===== src/hw/rtl/fir_pkg.sv =====
// Shared constants and controller/datapath interface types for the FIR filter.
// Used by fir_ctrl, fir_dpath and fir_filter_1024_tap.
package fir_pkg;

   localparam int TAPS_DEFAULT = 1024;
   localparam int IDX_W        = 10;
   localparam int DATA_W       = 16;
   localparam int PROD_W       = 32;
   localparam int ACC_W        = 48;

   typedef struct packed {
      logic load;
      logic sample;
      logic issue;
      logic publish;
   } fir_cmd_type;

   typedef struct packed {
      logic last;
      logic pipe_busy;
      logic out_free;
   } fir_status_type;

endpackage


===== src/hw/rtl/fir_ctrl.sv =====
// Sequencer for the FIR filter: handshake on the request side and MAC walk control.
// Depends on fir_pkg for the command and status types.
module fir_ctrl
   import fir_pkg::*;
(
   input  logic           clock,
   input  logic           reset,
   input  logic           req_valid,
   output logic           req_ready,
   input  logic           req_operation,
   input  fir_status_type sts,
   output fir_cmd_type    cmd
);

   localparam logic [1:0] ST_IDLE  = 2'd0;
   localparam logic [1:0] ST_RUN   = 2'd1;
   localparam logic [1:0] ST_DRAIN = 2'd2;

   logic [1:0] state_ff;
   logic [1:0] state_in;

   assign req_ready = (state_ff == ST_IDLE);

   always_comb begin
      state_in = state_ff;
      cmd      = '0;
      case (state_ff)
         ST_IDLE: begin
            if (req_valid) begin
               if (req_operation) begin
                  cmd.sample = 1'b1;
                  state_in   = ST_RUN;
               end else begin
                  cmd.load = 1'b1;
               end
            end
         end
         ST_RUN: begin
            cmd.issue = 1'b1;
            if (sts.last) begin
               state_in = ST_DRAIN;
            end
         end
         ST_DRAIN: begin
            if (!sts.pipe_busy && sts.out_free) begin
               cmd.publish = 1'b1;
               state_in    = ST_IDLE;
            end
         end
         default: begin
            state_in = ST_IDLE;
         end
      endcase
   end

   always_ff @(posedge clock) begin
      if (reset) begin
         state_ff <= ST_IDLE;
      end else begin
         state_ff <= state_in;
      end
   end

endmodule


===== config.mk =====
export PLATFORM = sky130hd
export DESIGN_NAME = fir_ctrl
export DESIGN_NICKNAME = d
export VERILOG_FILES = /design/src/hw/rtl/fir_pkg.sv /design/src/hw/rtl/fir_ctrl.sv
export SDC_FILE = /design/constraint.sdc
export NUM_CORES = 1
export LEC_CHECK = 0
export BUFFER_PORTS_ARGS = -buffer_cell sky130_fd_sc_hd__buf_2
export CAP_MARGIN = 20
export CORE_AREA = 4 4 41 43
export DETAILED_ROUTE_END_ITERATION = 8
export DIE_AREA = 0 0 45 47
export SLEW_MARGIN = 40
export SYNTH_ARGS = -nofsm -noshare
export SYNTH_HDL_FRONTEND = slang
export SYNTH_SLANG_ARGS = --single-unit
export TNS_END_PERCENT = 100

===== constraint.sdc =====
create_clock -name clock -period 1 [get_ports clock]
set_input_delay 0 -clock clock [delete_from_list [all_inputs] [get_ports clock]]
set_output_delay 0 -clock clock [all_outputs]
set_load 0.005 [all_outputs]

# [After elaboration in Yosys (flattened, before gate mapping)]
# Index checks and enable logic that the tools add are counted.
# W data, S select, Z words.
[totals] regBits=2 inputBits=7 out_inout_bits=5 elab_cells=23
[op_classes] n_eq_ne=6 mux=12 n_reduce_logical=4
[op_table] op="$mux W2" n=6
[op_table] op="$ne A2 B2 Y1 const B" n=3
[op_table] op="$pmux W2 S3" n=1
[op_table] op="$mux W1" n=5
[op_table] op="$reduce_and A4 Y1" n=1
[op_table] op="$eq A2 B1 Y1 const B" n=1
[op_table] op="$eq A2 B2 Y1 const B" n=1
[op_table] op="$logic_not A2 Y1" n=1
[op_table] op="$ne A2 B1 Y1 const B" n=1
[op_table] op="$logic_and A1 B1 Y1" n=1
[op_table] op="$logic_not A1 Y1" n=1

# [Longest topological paths before layout]
[depth] word_depth=4 mapped_depth=3

# [Worst setup path before layout]
# No wires, ideal clock.
[synth_timing] kind="register to register" start="register state_ff[0]" end="register state_ff[0]" t_arrival_ns=0.748 required_time_ns=0.927 setup_slack_ns=0.179 stages_incl_launch_ff=3 synth_period_minus_slack_ns=0.821 path_cell_list="dfxtp_1 mux2_4 nor3_2"
[synth_via] elab_chain_len=3
[synth_lines] item="start, declared" line_no="fir_ctrl.sv:19" text="logic [1:0] state_ff;"
[synth_lines] item="start signal, assigned" line_no="fir_ctrl.sv:60" text="state_ff <= state_in;"
[synth_lines] item="$eq A2 B2 Y1 (tied with other cells)" line_no="fir_ctrl.sv:27" text="case (state_ff)"
[synth_lines] item="$ne A2 B2 Y1 (no source line) / $ne A2 B1 Y1 (equally long branches)"
[synth_lines] item="$reduce_and A4 Y1 (no source line)"
# Several ways; a longest one is shown, not always the timed one.
# A chain may end at the register's enable or synchronous reset.

==> results.yml <==
layout:
  utilization_pct: 18.94
  reg.largest.list: "state_ff: 2 flops"
  top_register: "state_ff"
  area_delta_synth_final_pct: 97.00
  fin_cells: 45
  largest_register_ffs: 2
  n_antenna_cell: 0
  fillCellCount: 157
  fin_area_um2: 246.5
  layout-drive-gt1-share_pct: 70.00
  layout.nets: 39
status:
  status: "completed"
cts:
  clock_sinks: 2
  cts_tree: "done"
  htree_levels: 1
  clockBufferDepth: 2
  root_buffer: "clkbuf_4"
  clk_pin_slew_ns: 0.03
  worstSkewPairLatency_ns: 0.22
  postCtsSetupRepairBufs: 0
  numCtsBuffers: 3
placed_design:
  portBuffers: 11
  dp.cells: 41
  globalplace.congestion: 0.5785
  placed_cell_area_um2: 198.9
  dpl_worst_slack_ns: 0.1243
  post-dp-hpwl_um: 298
sta:
  clock.fmax_ghz: 1.052
  finalSetupViolCount: 0
  skew_ns: 0.001331
  hold_ws_ns: 0.02569
  worst_pin_slew_ns: 0.1446
  slew_headroom_pct: 90.36
  rsz0062_at_grt: "yes"
  period_minus_slack_ns: 0.9508
  period_share_pct: 95.08
  drv_slew: 0
  fin_ws_ns: 0.04921
  hold_viol: 0
critical_path:
  path_buf_inv: 1
  crit_fanout: 5
  rr_worst_depth: 2
  cp_slowest_cell: "dfxtp_2"
  cp.arrival_ns: 0.95
  cp.depth: 2
  crit_path_end_kind: "output pin"
  critical_path.max_stage_delay_ns: 0.37
  start_kind: "flop"
  crit_chain: "and2b_2, buf_2"
  cp.required_ns: 1.00
  critical_path_class: "flop to output pin"
  critPathTopFamily: "flip-flops"
floorplan:
  ioPinCount: 12
  core_mm2: 0.001301
  die_w_um: 45
  start_util_pct: 9.615
  dieArea_mm2: 0.002115
  rows: 13
  fp.dieH_um: 47
yosys:
  synth_fp_nets: 22
  synth_warnings: 0
  syn_inst: 15
  yosysSeqAreaShare_pct: 32.00
  syn_area_per_cell_um2: 8.341
  synth.distinct_cells: 11
  netlist_area_um2: 125.1
  ys_ff_latch: 2
routing:
  wl_per_cell_um: 8.444
  wl_um: 380
  drt_iter0_drc: 5
  dr.pass1.iters: 2
  via_count: 161
  routed_via_density: 3.578
  drtAntennaViolNets: 0
  drc_errors: 0
global_routing:
  track_usage_pct: 3.785
  antenna_found_initial: 0
  grt_pass1_wl_um: 503
  grt_overflow: 0
  grt_pass1_vias: 132
  grt_max_degree: 6
worst_hold_path:
  hold-path-cell-count: 3
  hp-class: "input pin to flop"
power:
  p_per_area_mw_per_mm2: 1315
  vdd_ir_drop_max_uv: 213.6
  p_leak_nw: 0.1222
run:
  cap_violations: 0
## worst register-to-register path, cell delays in order (launching register included)
cell and delay (ns):
dfxtp_2 0.39, mux2_4 0.32, nor3_2 0.09
## stage by stage
stage / power [mW] / setup TNS [ns]
3_5_place_dp: 0.1419 / 0
6_report: 0.3241 / 0
2_1_floorplan: 0.1137 / 0
3_3_place_gp: 0.1410 / 0
5_1_grt: 0.3591 / -0.04598
4_1_cts: 0.3356 / 0
## kinds of logic (layout without fill, tap and decap cells)
kind of cell	after synthesis	count (layout)	synth area share, %
and+or+nand+nor	11	11	52.01
DFF	2	2	32.00
AOI/OAI and AO/OA	1	1	3.996
muxes	1	1	12.00
buffers and inverters	0	15	0
## synth_stat cells, drive strengths merged
| master | instances | share of area [%] |
|---|---|---|
| dfxtp | 2 | 32 |
| nand3b | 1 | 6.0 |
| mux2 | 1 | 12 |
| nor3 | 1 | 8.0 |
| nand2b | 1 | 5.0 |
| nand2 | 3 | 9.0 |
| and3 | 1 | 5.0 |
| a21oi | 1 | 4.0 |
| nor3b | 1 | 6.0 |
| nor2 | 2 | 6.0 |
| and2b | 1 | 7.0 |
## what timing repair did
action | in CTS | in global routing
pin swaps | 1 | 1
setup endpoints to repair | 2 | 2
gates resized for setup | 3 | 2
endpoints found under the hold margin | 2 | 0
hold buffers | 1 | 0
## power by group
part	leakage [nW]	switching (mW)	internal, mW
combinational	0.0912	0.0221	0.0344
clock	0.0138	0.0429	0.132
sequential	0.0172	0.00738	0.0851
total	0.122	0.0724	0.252
## cells in the final DEF, fill, tap and decap left out
master and instances:
nand2_1 3, mux2_4 1, nand3b_1 1, nand2b_1 1
and3_1 1, a21oi_1 1, clkbuf_4 3, nor3_2 1
dlygate4sd3_1 1, dfxtp_2 2, nor2_4 1, nor2_1 1
and2b_2 1, buf_2 11, nor3b_2 1
## path summary, 6_finish.rpt
| check | from | endpoint | slack, ns |
|---|---|---|---|
| worst min-delay path | sts[2] | state_ff[1] | 0.03 |
| worst max register to register | state_ff[0] | state_ff[0] | 0.13 |
| worst max-delay path | state_ff[1] | cmd[1] | 0.05 |
| worst min register to register | state_ff[1] | state_ff[0] | 0.47 |
## layout make-up
cell class,count,area [um^2],share of cell area [%]
clock buffers,3,22.52,9.137
multi-input cells,13,97.59,39.59
flip-flops and latches,2,42.54,17.26
well taps,15,18.77,7.614
repair buffers,12,65.06,26.40
## metal layers
layer  vias to the layer above  global-route usage [%]  share of wire, %
li1                         82                       -                 -
met1                        70                   4.299                43
met2                         9                   3.955                43
met3                         0                   2.299                13
met4                         0                   5.263                 0
met5                         -                       0                 0
Note: power is estimated with default switching activity, not from simulation.
